[config.mk]
export PLATFORM = sky130hd
export DESIGN_NAME = dual_motor_ramp_pwm_drive_top
export DESIGN_NICKNAME = d
export VERILOG_FILES = /design/src/dmr_pkg.sv /design/src/dmr_ctrl.sv /design/src/dmr_datapath.sv /design/src/dual_motor_ramp_pwm_drive_top.sv
export SDC_FILE = /design/constraint.sdc
export NUM_CORES = 1
export LEC_CHECK = 0
export BUFFER_PORTS_ARGS = -buffer_cell sky130_fd_sc_hd__buf_2
export CORE_ASPECT_RATIO = 0.5
export CORE_MARGIN = 2
export CORE_UTILIZATION = 56
export CTS_CLUSTER_DIAMETER = 200
export DETAILED_ROUTE_END_ITERATION = 7
export PLACE_DENSITY = 0.72
export SLEW_MARGIN = 10
export SYNTH_ARGS = -nofsm -noshare
export SYNTH_HDL_FRONTEND = slang
export SYNTH_SLANG_ARGS = --single-unit
[constraint.sdc]
create_clock -name clock -period 6.7 [get_ports clock]
set_input_delay 1.005 -clock clock [delete_from_list [all_inputs] [get_ports clock]]
set_output_delay 1.005 -clock clock [all_outputs]
set_load 0.01 [all_outputs]
[src/dmr_pkg.sv]
// ----------------------------------------------------------------------------
// Dual motor ramp PWM drive package
// Types, register indexes and fixed constants shared by the drive modules.
// ----------------------------------------------------------------------------
`timescale 1ns / 1ps
`default_nettype none

package dmr_pkg;

   // Direction codes; the unused code is handled as neutral.
   localparam logic [1:0] DIR_NEUTRAL = 2'd0;
   localparam logic [1:0] DIR_FORWARD = 2'd1;
   localparam logic [1:0] DIR_REVERSE = 2'd2;

   // Configuration register indexes.
   localparam int unsigned CSR_ADDR_WIDTH = 2;
   localparam int unsigned CSR_DATA_WIDTH = 10;
   localparam logic [CSR_ADDR_WIDTH-1:0] CSR_PWM_PERIOD = 2'd0;
   localparam logic [CSR_ADDR_WIDTH-1:0] CSR_ACCEL_STEP = 2'd1;
   localparam logic [CSR_ADDR_WIDTH-1:0] CSR_DECEL_STEP = 2'd2;

   localparam int unsigned PERIOD_WIDTH  = 10;
   localparam int unsigned STEP_WIDTH    = 9;
   localparam int unsigned LIMIT_WIDTH   = 12;
   localparam int unsigned COMPARE_WIDTH = 10;
   localparam int unsigned RSP_TDATA_WIDTH = 24;

   localparam logic [PERIOD_WIDTH-1:0] PERIOD_RESET = 10'd650;
   localparam logic [STEP_WIDTH-1:0]   ACCEL_RESET  = 9'd10;
   localparam logic [STEP_WIDTH-1:0]   DECEL_RESET  = 9'd20;

   // The floored limit is 100 * q with q clamped to 40, so the scale factor
   // (4000 - limit) / 4000 becomes gain / 40 with gain = 40 - q.
   localparam int unsigned GAIN_WIDTH = 6;
   localparam logic [GAIN_WIDTH-1:0] LIMIT_STEPS = 6'd40;

   // raw / 100 = (raw >> 2) / 25 = ((raw >> 2) * 1311) >> 15, exact for 12 bits.
   localparam int unsigned RECIP_HUNDRED_WIDTH = 11;
   localparam int unsigned RECIP_HUNDRED_SHIFT = 15;
   localparam logic [RECIP_HUNDRED_WIDTH-1:0] RECIP_HUNDRED = 11'd1311;

   // x / 40 = (x >> 3) / 5 = ((x >> 3) * 13108) >> 16, exact below 2^13.
   localparam int unsigned SCALED_WIDTH      = 16;
   localparam int unsigned DIV_IN_WIDTH      = 13;
   localparam int unsigned RECIP_FIVE_WIDTH  = 14;
   localparam int unsigned RECIP_FIVE_SHIFT  = 16;
   localparam logic [RECIP_FIVE_WIDTH-1:0] RECIP_FIVE = 14'd13108;

   typedef enum logic [1:0] {
      ST_IDLE,
      ST_SCALE,
      ST_PRODUCT,
      ST_DIVIDE
   } state_type;

   typedef struct packed {
      logic load_ramp;
      logic load_scale;
      logic load_product;
      logic load_result;
   } dp_cmd_type;

endpackage

`default_nettype wire

[src/dmr_ctrl.sv]
// ----------------------------------------------------------------------------
// Dual motor ramp PWM drive controller
// Sequences one word through ramp, scale, product and divide steps and owns
// the result valid flag.
// ----------------------------------------------------------------------------
`timescale 1ns / 1ps
`default_nettype none

module dmr_ctrl (
   input  wire logic             clock,
   input  wire logic             reset,
   input  wire logic             req_tvalid,
   output logic                  req_tready,
   output logic                  rsp_tvalid,
   input  wire logic             rsp_tready,
   output dmr_pkg::dp_cmd_type   cmd
);

   dmr_pkg::state_type state_ff, state_in;
   logic rsp_valid_ff, rsp_valid_in;
   logic out_free;

   assign out_free = !rsp_valid_ff || rsp_tready;

   always_comb begin
      state_in = state_ff;
      case (state_ff)
         dmr_pkg::ST_IDLE: begin
            if (req_tvalid) state_in = dmr_pkg::ST_SCALE;
         end
         dmr_pkg::ST_SCALE:   state_in = dmr_pkg::ST_PRODUCT;
         dmr_pkg::ST_PRODUCT: state_in = dmr_pkg::ST_DIVIDE;
         dmr_pkg::ST_DIVIDE: begin
            // The finished word waits here until the output register is free.
            if (out_free) state_in = dmr_pkg::ST_IDLE;
         end
         default: state_in = dmr_pkg::ST_IDLE;
      endcase
   end

   always_comb begin
      req_tready        = 1'b0;
      cmd.load_ramp     = 1'b0;
      cmd.load_scale    = 1'b0;
      cmd.load_product  = 1'b0;
      cmd.load_result   = 1'b0;
      case (state_ff)
         dmr_pkg::ST_IDLE: begin
            req_tready    = 1'b1;
            cmd.load_ramp = req_tvalid;
         end
         dmr_pkg::ST_SCALE:   cmd.load_scale   = 1'b1;
         dmr_pkg::ST_PRODUCT: cmd.load_product = 1'b1;
         dmr_pkg::ST_DIVIDE:  cmd.load_result  = out_free;
         default: req_tready = 1'b0;
      endcase
   end

   always_comb begin
      rsp_valid_in = rsp_valid_ff;
      if (cmd.load_result) begin
         rsp_valid_in = 1'b1;
      end else if (rsp_tready) begin
         rsp_valid_in = 1'b0;
      end
   end

   always_ff @(posedge clock) begin
      if (reset) begin
         state_ff     <= dmr_pkg::ST_IDLE;
         rsp_valid_ff <= 1'b0;
      end else begin
         state_ff     <= state_in;
         rsp_valid_ff <= rsp_valid_in;
      end
   end

   assign rsp_tvalid = rsp_valid_ff;

endmodule

`default_nettype wire

[src/dmr_datapath.sv]
// ----------------------------------------------------------------------------
// Dual motor ramp PWM drive datapath
// Holds configuration and motor state, ramps both motors and scales their
// magnitudes into PWM compare values.
// ----------------------------------------------------------------------------
`timescale 1ns / 1ps
`default_nettype none

module dmr_datapath #(
   parameter int MAGNITUDE_BITS = 9,
   localparam int REQ_TDATA_WIDTH = ((2 * MAGNITUDE_BITS + 16 + 7) / 8) * 8
) (
   input  wire logic                                   clock,
   input  wire logic                                   reset,
   input  wire dmr_pkg::dp_cmd_type                    cmd,
   input  wire logic [REQ_TDATA_WIDTH-1:0]             req_tdata,
   input  wire logic                                   csr_we,
   input  wire logic [dmr_pkg::CSR_ADDR_WIDTH-1:0]     csr_addr,
   input  wire logic [dmr_pkg::CSR_DATA_WIDTH-1:0]     csr_wdata,
   output logic [dmr_pkg::RSP_TDATA_WIDTH-1:0]         rsp_tdata
);

   localparam int MB = MAGNITUDE_BITS;
   localparam int RW = ((MB > dmr_pkg::STEP_WIDTH) ? MB : dmr_pkg::STEP_WIDTH) + 1;
   localparam int SW = dmr_pkg::PERIOD_WIDTH + MB;
   localparam int QW = dmr_pkg::LIMIT_WIDTH - 2 + dmr_pkg::RECIP_HUNDRED_WIDTH;
   localparam int DW = dmr_pkg::DIV_IN_WIDTH + dmr_pkg::RECIP_FIVE_WIDTH;
   localparam int CW = dmr_pkg::COMPARE_WIDTH;

   // Field offsets within req_tdata.
   localparam int LD_LO  = 0;
   localparam int LM_LO  = 2;
   localparam int RD_LO  = MB + 2;
   localparam int RM_LO  = MB + 4;
   localparam int LIM_LO = 2 * MB + 4;

   function automatic logic [MB+1:0] next_motor(
      input logic [1:0]                     dir,
      input logic [MB-1:0]                  mag,
      input logic [1:0]                     want_dir,
      input logic [MB-1:0]                  want_mag,
      input logic [dmr_pkg::STEP_WIDTH-1:0] accel,
      input logic [dmr_pkg::STEP_WIDTH-1:0] decel
   );
      logic [1:0]    wd;
      logic [1:0]    nd;
      logic [MB-1:0] nm;
      logic [RW-1:0] m;
      logic [RW-1:0] tgt;
      logic [RW-1:0] down;
      logic [RW-1:0] up;
      wd   = (want_dir == dmr_pkg::DIR_FORWARD || want_dir == dmr_pkg::DIR_REVERSE) ?
             want_dir : dmr_pkg::DIR_NEUTRAL;
      m    = RW'(mag);
      tgt  = RW'(want_mag);
      down = (m > RW'(decel)) ? m - RW'(decel) : '0;
      up   = m + RW'(accel);
      nd   = dir;
      nm   = mag;
      if (wd == dmr_pkg::DIR_NEUTRAL || (wd != dir && dir != dmr_pkg::DIR_NEUTRAL)) begin
         // Stopping or reversing: run down to zero, then drop to neutral.
         nm = down[MB-1:0];
         if (down == '0) nd = dmr_pkg::DIR_NEUTRAL;
      end else begin
         nd = wd;
         if (tgt > m) begin
            nm = (up > tgt) ? want_mag : up[MB-1:0];
         end else if (tgt < m) begin
            nm = (down < tgt) ? want_mag : down[MB-1:0];
         end
      end
      return {nd, nm};
   endfunction

   logic [dmr_pkg::PERIOD_WIDTH-1:0] period_ff;
   logic [dmr_pkg::STEP_WIDTH-1:0]   accel_ff;
   logic [dmr_pkg::STEP_WIDTH-1:0]   decel_ff;

   logic [1:0]    dir_ff [2];
   logic [MB-1:0] mag_ff [2];
   logic [MB+1:0] motor_in [2];

   logic [QW-1:0]                   hundreds;
   logic [dmr_pkg::GAIN_WIDTH-1:0]  steps;
   logic [dmr_pkg::GAIN_WIDTH-1:0]  gain_in;
   logic [dmr_pkg::GAIN_WIDTH-1:0]  gain_ff;

   logic [SW-1:0]                        scale_prod [2];
   logic [CW-1:0]                        duty_ff    [2];
   logic [dmr_pkg::SCALED_WIDTH-1:0]     limit_prod [2];
   logic [dmr_pkg::DIV_IN_WIDTH-1:0]     scaled_ff  [2];
   logic [DW-1:0]                        div_prod   [2];
   logic [CW-1:0]                        compare    [2];
   logic [dmr_pkg::RSP_TDATA_WIDTH-1:0]  rsp_data_ff, rsp_data_in;

   always_ff @(posedge clock) begin
      if (reset) begin
         period_ff <= dmr_pkg::PERIOD_RESET;
         accel_ff  <= dmr_pkg::ACCEL_RESET;
         decel_ff  <= dmr_pkg::DECEL_RESET;
      end else if (csr_we) begin
         case (csr_addr)
            dmr_pkg::CSR_PWM_PERIOD: period_ff <= csr_wdata[dmr_pkg::PERIOD_WIDTH-1:0];
            dmr_pkg::CSR_ACCEL_STEP: accel_ff  <= csr_wdata[dmr_pkg::STEP_WIDTH-1:0];
            dmr_pkg::CSR_DECEL_STEP: decel_ff  <= csr_wdata[dmr_pkg::STEP_WIDTH-1:0];
            default: period_ff <= period_ff;
         endcase
      end
   end

   assign motor_in[0] = next_motor(dir_ff[0], mag_ff[0], req_tdata[LD_LO +: 2],
                                   req_tdata[LM_LO +: MB], accel_ff, decel_ff);
   assign motor_in[1] = next_motor(dir_ff[1], mag_ff[1], req_tdata[RD_LO +: 2],
                                   req_tdata[RM_LO +: MB], accel_ff, decel_ff);

   // The limit sample in hundreds, clamped to forty, sets the remaining gain.
   assign hundreds = QW'(req_tdata[LIM_LO + 2 +: dmr_pkg::LIMIT_WIDTH - 2]) *
                     QW'(dmr_pkg::RECIP_HUNDRED);
   assign steps    = hundreds[dmr_pkg::RECIP_HUNDRED_SHIFT +: dmr_pkg::GAIN_WIDTH];
   assign gain_in  = dmr_pkg::LIMIT_STEPS -
                     ((steps > dmr_pkg::LIMIT_STEPS) ? dmr_pkg::LIMIT_STEPS : steps);

   always_ff @(posedge clock) begin
      if (reset) begin
         dir_ff[0] <= dmr_pkg::DIR_NEUTRAL;
         dir_ff[1] <= dmr_pkg::DIR_NEUTRAL;
         mag_ff[0] <= '0;
         mag_ff[1] <= '0;
      end else if (cmd.load_ramp) begin
         dir_ff[0] <= motor_in[0][MB+1:MB];
         dir_ff[1] <= motor_in[1][MB+1:MB];
         mag_ff[0] <= motor_in[0][MB-1:0];
         mag_ff[1] <= motor_in[1][MB-1:0];
      end
   end

   always_ff @(posedge clock) begin
      if (cmd.load_ramp) gain_ff <= gain_in;
   end

   for (genvar i = 0; i < 2; i++) begin : g_motor
      assign scale_prod[i] = SW'(period_ff) * SW'(mag_ff[i]);
      assign limit_prod[i] = dmr_pkg::SCALED_WIDTH'(duty_ff[i]) *
                             dmr_pkg::SCALED_WIDTH'(gain_ff);
      assign div_prod[i]   = DW'(scaled_ff[i]) * DW'(dmr_pkg::RECIP_FIVE);
      assign compare[i]    = div_prod[i][dmr_pkg::RECIP_FIVE_SHIFT +: CW];

      always_ff @(posedge clock) begin
         if (cmd.load_scale) duty_ff[i] <= scale_prod[i][MB +: CW];
         if (cmd.load_product) begin
            scaled_ff[i] <= limit_prod[i][dmr_pkg::SCALED_WIDTH-1:3];
         end
      end
   end

   assign rsp_data_in = {2'b00,
                         compare[1], dir_ff[1] == dmr_pkg::DIR_FORWARD,
                         compare[0], dir_ff[0] == dmr_pkg::DIR_FORWARD};

   always_ff @(posedge clock) begin
      if (cmd.load_result) rsp_data_ff <= rsp_data_in;
   end

   assign rsp_tdata = rsp_data_ff;

endmodule

`default_nettype wire

[src/dual_motor_ramp_pwm_drive_top.sv]
// Dual motor ramp PWM drive.
// Each word on the req_ stream is one update tick: wanted direction and
// magnitude for the left and right motors and a raw speed-limit sample.
// The block ramps each motor's magnitude towards the wanted value by the
// configured acceleration and deceleration steps, runs a motor down to zero
// and through neutral before it changes direction, and returns one rsp_ word
// per tick with each motor's direction pin and PWM compare value.
// Each accepted word runs through the controller's four steps (ramp,
// period scale, limit product, divide), one multiplier stage each, and sets
// rsp_tvalid from the divide step; only then is a new word taken.
// A finished word sits in the output register while the next one is taken.
// If the receiver stalls, the following word waits in its divide step and
// req_tready stays low until the output register is free.
// Reset clears both motors to neutral at zero magnitude, restores the
// registers to period 650, acceleration 10 and deceleration 20, and empties
// the output. Registers are written on csr_we and should change only idle.
// ----------------------------------------------------------------------------
// Dual motor ramp PWM drive top level
// Stream ports, configuration port, controller and datapath.
// ----------------------------------------------------------------------------
`timescale 1ns / 1ps
`default_nettype none

module dual_motor_ramp_pwm_drive_top #(
   parameter int MAGNITUDE_BITS = 9,
   localparam int REQ_TDATA_WIDTH = ((2 * MAGNITUDE_BITS + 16 + 7) / 8) * 8
) (
   input  wire logic                                 clock,
   input  wire logic                                 reset,
   input  wire logic                                 req_tvalid,
   output logic                                      req_tready,
   // left_want_direction, left_want_magnitude, right_want_direction,
   // right_want_magnitude, raw_speed_limit, zero padding
   input  wire logic [REQ_TDATA_WIDTH-1:0]           req_tdata,
   output logic                                      rsp_tvalid,
   input  wire logic                                 rsp_tready,
   // left_dir_pin, left_compare, right_dir_pin, right_compare, zero padding
   output logic [dmr_pkg::RSP_TDATA_WIDTH-1:0]       rsp_tdata,
   input  wire logic                                 csr_we,
   input  wire logic [dmr_pkg::CSR_ADDR_WIDTH-1:0]   csr_addr,
   input  wire logic [dmr_pkg::CSR_DATA_WIDTH-1:0]   csr_wdata
);

   dmr_pkg::dp_cmd_type cmd;

   dmr_ctrl u_ctrl (
      .clock      (clock),
      .reset      (reset),
      .req_tvalid (req_tvalid),
      .req_tready (req_tready),
      .rsp_tvalid (rsp_tvalid),
      .rsp_tready (rsp_tready),
      .cmd        (cmd)
   );

   dmr_datapath #(
      .MAGNITUDE_BITS (MAGNITUDE_BITS)
   ) u_datapath (
      .clock     (clock),
      .reset     (reset),
      .cmd       (cmd),
      .req_tdata (req_tdata),
      .csr_we    (csr_we),
      .csr_addr  (csr_addr),
      .csr_wdata (csr_wdata),
      .rsp_tdata (rsp_tdata)
   );

endmodule

`default_nettype wire

# Yosys cells after proc, flatten, opt, wreduce, memory -nomap -nowiden
# Memories as Yosys holds them, arrays and structs flattened.
# Index checks and enable logic that the tools add are counted.
dict set report totals {
  word_cells 116
  latchBits 0
  reg_bits 59
  n_memories 4
  in_bits 57
  mem_bits_ro 0
  ram_bits 68
  out_inout_bits 26
}
# memory words width rd rd_ports_with_merged_regs write_ports line_no
set memory_table {}
lappend memory_table {u_datapath.scaled_ff 2 13 2 0 2 dmr_datapath.sv:91} ;# logic [dmr_pkg::DIV_IN_WIDTH-1:0] scaled_ff [2];
lappend memory_table {u_datapath.duty_ff 2 10 2 0 2 dmr_datapath.sv:89} ;# logic [CW-1:0] duty_ff [2];
lappend memory_table {u_datapath.mag_ff 2 9 2 0 2 dmr_datapath.sv:80} ;# logic [MB-1:0] mag_ff [2];
lappend memory_table {u_datapath.dir_ff 2 2 2 0 2 dmr_datapath.sv:79} ;# logic [1:0] dir_ff [2];
dict set report classes {
  order_cmp 11
  n_eq_ne 15
  shift 0
  bitwise_logic 4
  reduce_logical 21
  n_mul 7
  muxes 42
  div_mod_pow 0
  addsub 5
}
# cell count
set op_table {}
lappend op_table {{2-to-1 mux 9 bit} 12}
lappend op_table {{multiplier 13 x 12 -> 24 bit (second input constant)} 2}
lappend op_table {{multiplier 10 x 9 -> 19 bit} 2}
lappend op_table {{greater-than comparator 9 bit} 4}
lappend op_table {{multiplier 10 x 6 -> 16 bit} 2}
lappend op_table {{multiplier 10 x 11 -> 21 bit (second input constant)} 1}
lappend op_table {{adder 9 x 9 -> 10 bit} 2}
lappend op_table {{greater-than comparator 10 x 9 -> 1 bit} 2}
lappend op_table {{zero test 10 bit} 2}
lappend op_table {{less-than comparator 10 x 9 -> 1 bit} 2}
lappend op_table {{2-to-1 mux 10 bit} 2}
lappend op_table {{2-to-1 mux 2 bit} 10}
lappend op_table {{subtractor 9 x 9 -> 10 bit} 2}
lappend op_table {{less-than comparator 9 bit} 2}
lappend op_table {{2-to-1 mux 1 bit} 16}
lappend op_table {{== test 2 x 1 -> 1 bit (second input constant)} 6}
lappend op_table {{== test 2 bit (second input constant)} 5}
lappend op_table {{zero test 2 bit} 4}
lappend op_table {{case mux 2 bit (4 select lines)} 1}
lappend op_table {{AND reduction 2 bit} 4}
lappend op_table {{greater-than comparator 6 bit (second input constant)} 1}
lappend op_table {{2-to-1 mux 6 bit} 1}
lappend op_table {{nonzero test 2 bit} 3}
lappend op_table {{subtractor 6 bit (first input constant)} 1}
lappend op_table {{other kinds (7)} 16}

# Longest topological paths before layout
# Gate-level depths: netlist of the first run.
# An unclocked memory read counts as a cell.
dict set report depth {
  depth_word 9
  ltp_mapped 25
  depth_no_buf 25
}

# Cells and area by module
# A second synthesis of the first run with hierarchy kept.
dict set report hier_totals {
  hier_cells 2426
  area_unflattened_um2 23064.6
}
# mod seq_area_each_um2 cells_each instances area_each_um2
set modules_own_cells {}
lappend modules_own_cells {dmr_datapath 3443.3 2403 1 22836.9}
lappend modules_own_cells {dmr_ctrl 60.1 23 1 227.7}

# Worst setup path after synthesis of the first run
# OpenSTA, ideal clock, no wires.
dict set report synth_path {
  path_type {input to register}
  startpoint {input port req_tdata[31]}
  endpoint {register u_datapath.gain_ff[4] (netlist bit) (data pin)}
  setup_ps 157
  path_slack_ps 357
  required_time_ps 6543
  path_buffers 0
  t_arrival_ps 6187
  cell_stages 24
  cell_sequence {fa_1 -> xor2_1 -> ha_1 -> fa_1 -> inv_1 -> fa_1 -> inv_1 -> fa_1 -> ha_1 -> a21oi_1 -> o221ai_1 -> and2_1 -> a311oi_1 -> xnor2_1 -> o21a_1 -> o21ai_2 -> nand2_1 -> ha_1 -> inv_1 -> o21a_1 -> mux2i_1 -> o21ai_0 -> o311ai_0 -> a32oi_1}
}
dict set report synth_between {
  elab_chain_cells 4
}
# item line_no
set synth_lines {}
lappend synth_lines {{start, declared} dual_motor_ramp_pwm_drive_top.sv:34} ;# input wire logic [REQ_TDATA_WIDTH-1:0] req_tdata,
lappend synth_lines {{multiplier 10 x 11 -> 21 bit (*)} dmr_datapath.sv:117} ;# assign hundreds = QW'(req_tdata[LIM_LO + 2 +: dmr_pkg::LIMIT_WIDTH - 2]) *
lappend synth_lines {{greater-than comparator 6 bit} dmr_datapath.sv:121} ;# ((steps > dmr_pkg::LIMIT_STEPS) ? dmr_pkg::LIMIT_STEPS : steps);
lappend synth_lines {{2-to-1 mux 6 bit (*)} dmr_datapath.sv:121}
lappend synth_lines {{subtractor 6 bit (*)} dmr_datapath.sv:120} ;# assign gain_in = dmr_pkg::LIMIT_STEPS -
lappend synth_lines {{named net u_datapath.gain_in, one bit} dmr_datapath.sv:85} ;# logic [dmr_pkg::GAIN_WIDTH-1:0] gain_in;
lappend synth_lines {{end signal, assigned} dmr_datapath.sv:138} ;# if (cmd.load_ramp) gain_ff <= gain_in;
lappend synth_lines {{end, declared} dmr_datapath.sv:86} ;# logic [dmr_pkg::GAIN_WIDTH-1:0] gain_ff;
# Mark *: on every way through the listed nets, which the timed path passes. The rest lies on a longest branch.
# A chain may end at the register's enable or synchronous reset.

# Worst setup path after layout of the first run
# Same ends and word-level chain as after synthesis.

==> summary.md, run 1 <==
| Metric | Value |
|---|---|
| Tmin final | 6.33 ns |
| R2R Setup Slk | 1.09 ns |
| Vias | 16800 |
| Worst Setup SP | req_tdata[31] |
| Crit path depth | 24 |
| Arrival @ worst endpoint | 6.63 ns |
| Post-DP Area | 0.0241 mm2 |
| Die area | 0.0431 mm2 |
| Crit path top cell by count | fa_1 |
| Clk pin slew, worst setup/hold paths | 0.07 ns |
| Worst r2r dst | u_datapath.duty_ff[0][19] |
| Post-synth top flop | edfxtp_1 |
| CP endpoint | u_datapath.gain_ff[4] |
| Max FO, Critical Path | 6 |
| Cts hold-fix bufs | 0 |
| Die Span Y | 148 um |
| CTS tree | done |
| First-pass GRT wire length | 83400 um |
| Area Overhead vs Synth | 6.45% |
| Vias per Instance | 5.51 |
| Port bufs | 72 |
| Reg2Reg Depth | 16 |
| Max Slew Vio Count | 0 |
| HP Class | reg2reg |
| Max-cap violations | 0 |
| Antenna cell count | 0 |
| Run status | complete, no violations |
| GPL Wtd Cong | 0.942 |
| Post-DRT Antenna Nets | 0 |
| CP max-delay cell | fa_1 |
| Mean area per synthesized cell | 9.48 um2 |
| Met1 Track Usage GR | 33.2% |
| Vias in the first global route | 17200 |
| Design Area, Final | 0.0247 mm2 |
| Max Clk Rate | 158 MHz |
| I/O pin count | 83 |
| Critical Path Start Type | input pin |
| Synth async-reset ratio | 0% |
| CP peak stage delay | 0.59 ns |
| Die X | 292 um |
| Site row count | 52 |
| Cells after DPL | 3011 |
| Slew margin rel. | 23.1% |
| Post-CTS Setup Repair Bufs | 0 |
| Gr busiest metal | met2 |
| Grt met3 use | 4.38% |
| # setup viols final | 0 |
| Post-synthesis sequential area ratio | 15.1% |
| Data required, critical path | 7.00 ns |
| CP bufs+invs | 4 |
| Setup TNS | 0 ns |
| Initial drt markers | 888 |
| Final nets | 3290 |
| CP top delay family | adder cells |
| Critical Path Sink Type | flop |
| Post-Layout Cell Count | 3043 |
| Worst-margin pin slew | 1.15 ns |
| Synthesized cell area | 0.0232 mm2 |
| Met2 Use GR | 39.4% |
| Yosys warnings | 0 |
| Final period util | 94.5% |
| R2R Path Start | u_datapath.mag_ff[0][10] |
| CP Cell Sequence | buf_2 > fa_1 > xor2_1 > ha_1 > fa_1 > inv_1 > fa_1 > inv_1 > fa_1 > ha_1 > nand3_1 > nor2_1 > nand4_1 > o211a_4 > a311o_1 > o21ai_2 > nand2_1 > ha_1 > inv_1 > o21a_1 > mux2i_1 > o21ai_0 > o311ai_0 > a32oi_1 |
| CTS Sinks | 127 |
| H-tree Lvls | 4 |
| Final Routed Wirelength | 48800 um |
| Clock skew | 0.0155 ns |
| Worst Setup Path Type | in2reg |
| GRT Total Usage | 24.0% |
| Placeable Area | 0.0406 mm2 |
| Residual DRC count | 0 |
| Mapped Cells | 2443 |
| Initial antenna violation count | 0 |
| WL/cell | 16.0 um |
| CTS buffer count | 17 |
| Clock Tree Root | clkbuf_16 |
| Post-synth cell types | 82 |
| Fin. Hold Viols | 0 |
| Post-synth EDFFs | 96 |
| Post-synthesis sequential element count | 127 |
| Grt ovf | 0 |
| HPWL Detailed | 39900 um |
| Largest net degree at the start of global routing | 38 |
| DRT Pass-1 Iters | 6 |
| Clock Path Buffers | 2 |
| Clock Latency Late Sink | 0.46 ns |
| Layout cells sized above 1 | 6.31% |
| Initial Utilization | 57.1% |
| Post-CTS resize count | 0 |
| RSZ-0062 raised after global routing | no |
| Core Util, Final | 60.7% |
[synthesized netlist by cell type (all sizes together) (6+ instances only)]
library cell  number  area share, %
a211oi             8           0.31
a21o              27           0.88
a21oi             72            1.7
a221oi             8           0.30
a22oi              6           0.19
a31oi              8           0.22
and2             123            3.3
and3              12           0.32
buf               11           0.28
clkbuf            53           0.88
dfxtp             31            2.7
edfxtp            96             12
fa               291             25
ha               452             24
inv              425            6.9
mux2i             18           0.78
nand2            255            4.1
nand2b            13           0.35
nand3             31           0.67
nand4             11           0.30
nor2             125            2.0
nor2b             27           0.73
nor3              39           0.89
o2111ai            6           0.23
o211ai             8           0.26
o21a              36            1.2
o21ai             64            1.4
o21bai            11           0.36
o41a               6           0.29
o41ai              8           0.40
or2               11           0.30
xnor2             68            2.6
xor2              18           0.68
[layer usage]
layer | up-vias | part of all wire [%] | routed length (um)
met5 | - | 0 | 0
met4 | 0 | 1.5 | 729
met3 | 65 | 5.2 | 2530
met2 | 376 | 46 | 22200
met1 | 8165 | 48 | 23300
li1 | 8150 | - | -
[sequential cells by signal, summed over array words and instances (netlist names)]
name and flops:
u_datapath.scaled_ff 26, u_datapath.dir_ff 4, u_datapath.period_ff 10, u_datapath.decel_ff 9, u_ctrl.rsp_tvalid 1, u_datapath.duty_ff 20, u_datapath.mag_ff 18, u_datapath.rsp_tdata 22
u_datapath.gain_ff 6, u_datapath.accel_ff 9, u_ctrl.state_ff 2
[cells in the final DEF, fill, tap and decap left out, types with 10 or more instances in the layout]
| cell type | netlist | routed |
|---|---|---|
| nand2_1 | 255 | 255 |
| o21ai_1 | 10 | 10 |
| edfxtp_1 | 96 | 96 |
| o21bai_1 | 11 | 11 |
| o21a_1 | 35 | 35 |
| a21oi_1 | 64 | 64 |
| nand2b_1 | 13 | 13 |
| nor2_1 | 125 | 125 |
| dfxtp_1 | 31 | 31 |
| and3_1 | 12 | 12 |
| mux2i_1 | 18 | 18 |
| o21ai_0 | 52 | 52 |
| clkbuf_16 | 0 | 18 |
| nor2b_1 | 27 | 26 |
| nor3_1 | 37 | 37 |
| buf_2 | 4 | 72 |
| inv_1 | 425 | 425 |
| nand4_1 | 11 | 11 |
| ha_1 | 452 | 452 |
| and2_1 | 122 | 122 |
| xnor2_1 | 67 | 67 |
| a21o_1 | 27 | 27 |
| xor2_1 | 18 | 18 |
| buf_4 | 3 | 19 |
| fa_1 | 291 | 291 |
| nand3_1 | 31 | 31 |
[worst min path at each step]
stage,cells after the start,start,endpoint,slack (ns)
floorplan,2,u_datapath.accel_ff[0],u_datapath.accel_ff[0],0.46
detailed placement,2,u_datapath.accel_ff[2],u_datapath.accel_ff[2],0.49
CTS,2,u_datapath.accel_ff[6],u_datapath.accel_ff[6],0.50
finish,2,u_datapath.accel_ff[2],u_datapath.accel_ff[2],0.49
global placement,2,u_datapath.decel_ff[3],u_datapath.decel_ff[3],0.48
global route,2,u_datapath.accel_ff[2],u_datapath.accel_ff[2],0.52
[cell type report]
class	instances	area (um2)
fill	3491	15900
sequential	127	3500
clock inverter	14	116
timing repair buffer	91	503
multi-input combinational	1828	17800
inverter	425	1600
tap	540	676
clock buffer	18	450
[per-stage QoR]
stage                     setup WS, ns  hold WS, ns
after global placement          0.0230        0.476
after CTS                        0.376        0.496
after floorplan                  0.357        0.457
after detailed placement       -0.0448        0.486
final                            0.371        0.494
after global routing            0.0395        0.518
[cell families after synthesis]
family,share of synthesized area (%)
compound gates,9.53
simple gates,13.7
buf+inv,8.04
xor+xnor,3.28
flops,15.1
other cells,0.0162
mux,0.778
fa+ha+maj,49.6
[worst min-delay path, delay by kind of cell (launching register included)]
kind,cells,cell delay (ns)
compound gates,1,0.05
simple gates,1,0.06
flops,1,0.33
Power of run 1 is not shown: default switching activity piles up to over one toggle a cycle in this logic, so the estimate is an artifact.
==> run 2: changes to the inputs <==
PLACE_DENSITY = default   (was 0.72)
PLACE_DENSITY_LB_ADDON = 0.2   (was default)
==> summary.md, run 2 (synthesis gave the netlist of run 1 again) <==
| Metric | Value |
|---|---|
| Run status | complete, no violations |
| Max Slew Vio Count | 0 |
| CP peak stage delay | 0.60 ns |
| R2R Setup Slk | 1.16 ns |
| Die Span Y | 148 um |
| Data required, critical path | 6.99 ns |
| Die area | 0.0431 mm2 |
| Worst-margin pin slew | 1.14 ns |
| Max Clk Rate | 157 MHz |
| Top reg by flops | u_datapath.scaled_ff |
| I/O pin count | 83 |
| Area Overhead vs Synth | 6.52% |
| Initial drt markers | 1028 |
| Residual DRC count | 0 |
| Fin Hold WS | 0.492 ns |
| CTS buffer count | 17 |
| Post-Place Setup Slack | -0.0772 ns |
| Vias | 16600 |
| Max reg flops | 26 |
| Core Util, Final | 60.8% |
| Cts hold-fix bufs | 0 |
| Fin. Hold Viols | 0 |
| Clock skew | 0.0102 ns |
| RSZ-0062 raised after global routing | no |
| CP max-delay cell | fa_1 |
| Met1 Track Usage GR | 33.6% |
| Commonest non-fill, non-tap cell in the layout | ha_1 |
| HPWL Detailed | 40300 um |
| Post-CTS Setup Repair Bufs | 0 |
| WL/cell | 16.0 um |
| Clock Latency Late Sink | 0.45 ns |
| Gr busiest metal | met2 |
| Filler cells | 3555 |
| CTS Sinks | 127 |
| Met2 Use GR | 39.1% |
| Layout cells sized above 1 | 6.38% |
| Reg2Reg Depth | 16 |
| Initial antenna violation count | 0 |
| GPL Wtd Cong | 0.928 |
| HP Class | reg2reg |
| Placeable Area | 0.0406 mm2 |
| Slew margin rel. | 24.0% |
| Clock Path Buffers | 2 |
| Clk pin slew, worst setup/hold paths | 0.06 ns |
| Max FO, Critical Path | 6 |
| Grt ovf | 0 |
| Port bufs | 72 |
| Post-DRT Antenna Nets | 0 |
| R2R Path Start | u_datapath.mag_ff[0][10] |
| Min-delay src | u_datapath.accel_ff[4] |
| Vias per Instance | 5.46 |
| Initial Utilization | 57.1% |
| Crit path top cell by count | fa_1 |
| Post-CTS resize count | 0 |
| Worst Setup SP | req_tdata[31] |
| Largest net degree at the start of global routing | 38 |
| Grt met3 use | 3.89% |
| Most frequent cells in the layout | ha_1 (452), inv_1 (425), fa_1 (291), nand2_1 (255), nor2_1 (125) |
| H-tree Lvls | 4 |
| First-pass GRT wire length | 83100 um |
| Final Routed Wirelength | 48600 um |
| Final period util | 94.9% |
| Hold depth | 2 |
| Tmin final | 6.36 ns |
| Vias in the first global route | 16800 |
| CP endpoint | u_datapath.gain_ff[4] |
| Final worst slack | 0.340 ns |
| DRT Pass-1 Iters | 5 |
| Critical Path Start Type | input pin |
| Worst Setup Path Type | in2reg |
| Arrival @ worst endpoint | 6.65 ns |
| Critical Path Sink Type | flop |
| Site row count | 52 |
| Final nets | 3293 |
| # setup viols final | 0 |
| Max-cap violations | 0 |
| CTS tree | done |
| GRT Total Usage | 23.9% |
| Clock Tree Root | clkbuf_16 |
| Worst r2r dst | u_datapath.duty_ff[0][19] |
| Die X | 292 um |
| Antenna cell count | 0 |
## run 2: how the worst min path moves through the flow
stage | to | slack [ns]
floorplan | u_datapath.accel_ff[0] | 0.46
global placement | u_datapath.decel_ff[6] | 0.48
detailed placement | u_datapath.accel_ff[6] | 0.49
CTS | u_datapath.accel_ff[4] | 0.50
global route | u_datapath.accel_ff[4] | 0.51
finish | u_datapath.accel_ff[4] | 0.49
## run 2: layout make-up
cell class                      count  area, um2  share of cell area (%)
Clock buffer                       18        429                    1.74
Inverter                          425       1600                    6.47
Multi-Input combinational cell   1828      17800                    72.2
Timing Repair Buffer               94        526                    2.13
Clock inverter                     14        131                   0.532
Tap cell                          540        676                    2.74
Sequential cell                   127       3500                    14.2
## run 2: worst max-delay path, delay by kind of cell
family          cells  cell delay (ns)
mux                 1             0.06
compound gates      9             1.58
fa+ha+maj           7             2.99
simple gates        2             0.26
xor+xnor            2             0.36
buf+inv             4             0.40
## run 2: routing by layer
layer | up-vias | routed length [um]
met3 | 39 | 2580
met5 | - | 0
li1 | 8155 | -
met4 | 0 | 637
met2 | 348 | 22100
met1 | 8086 | 23300
## run 2: metrics by stage
stage / cells / setup TNS (ns) / cell area [um2]
after floorplan: 2444 / 0 / 23200
after global routing: 3046 / 0 / 24700
after CTS: 3046 / 0 / 24700
after global placement: 3014 / 0 / 24100
final: 3046 / 0 / 24700
after detailed placement: 3014 / -0.0772 / 24100
Power of run 2 is left out for the same reason.
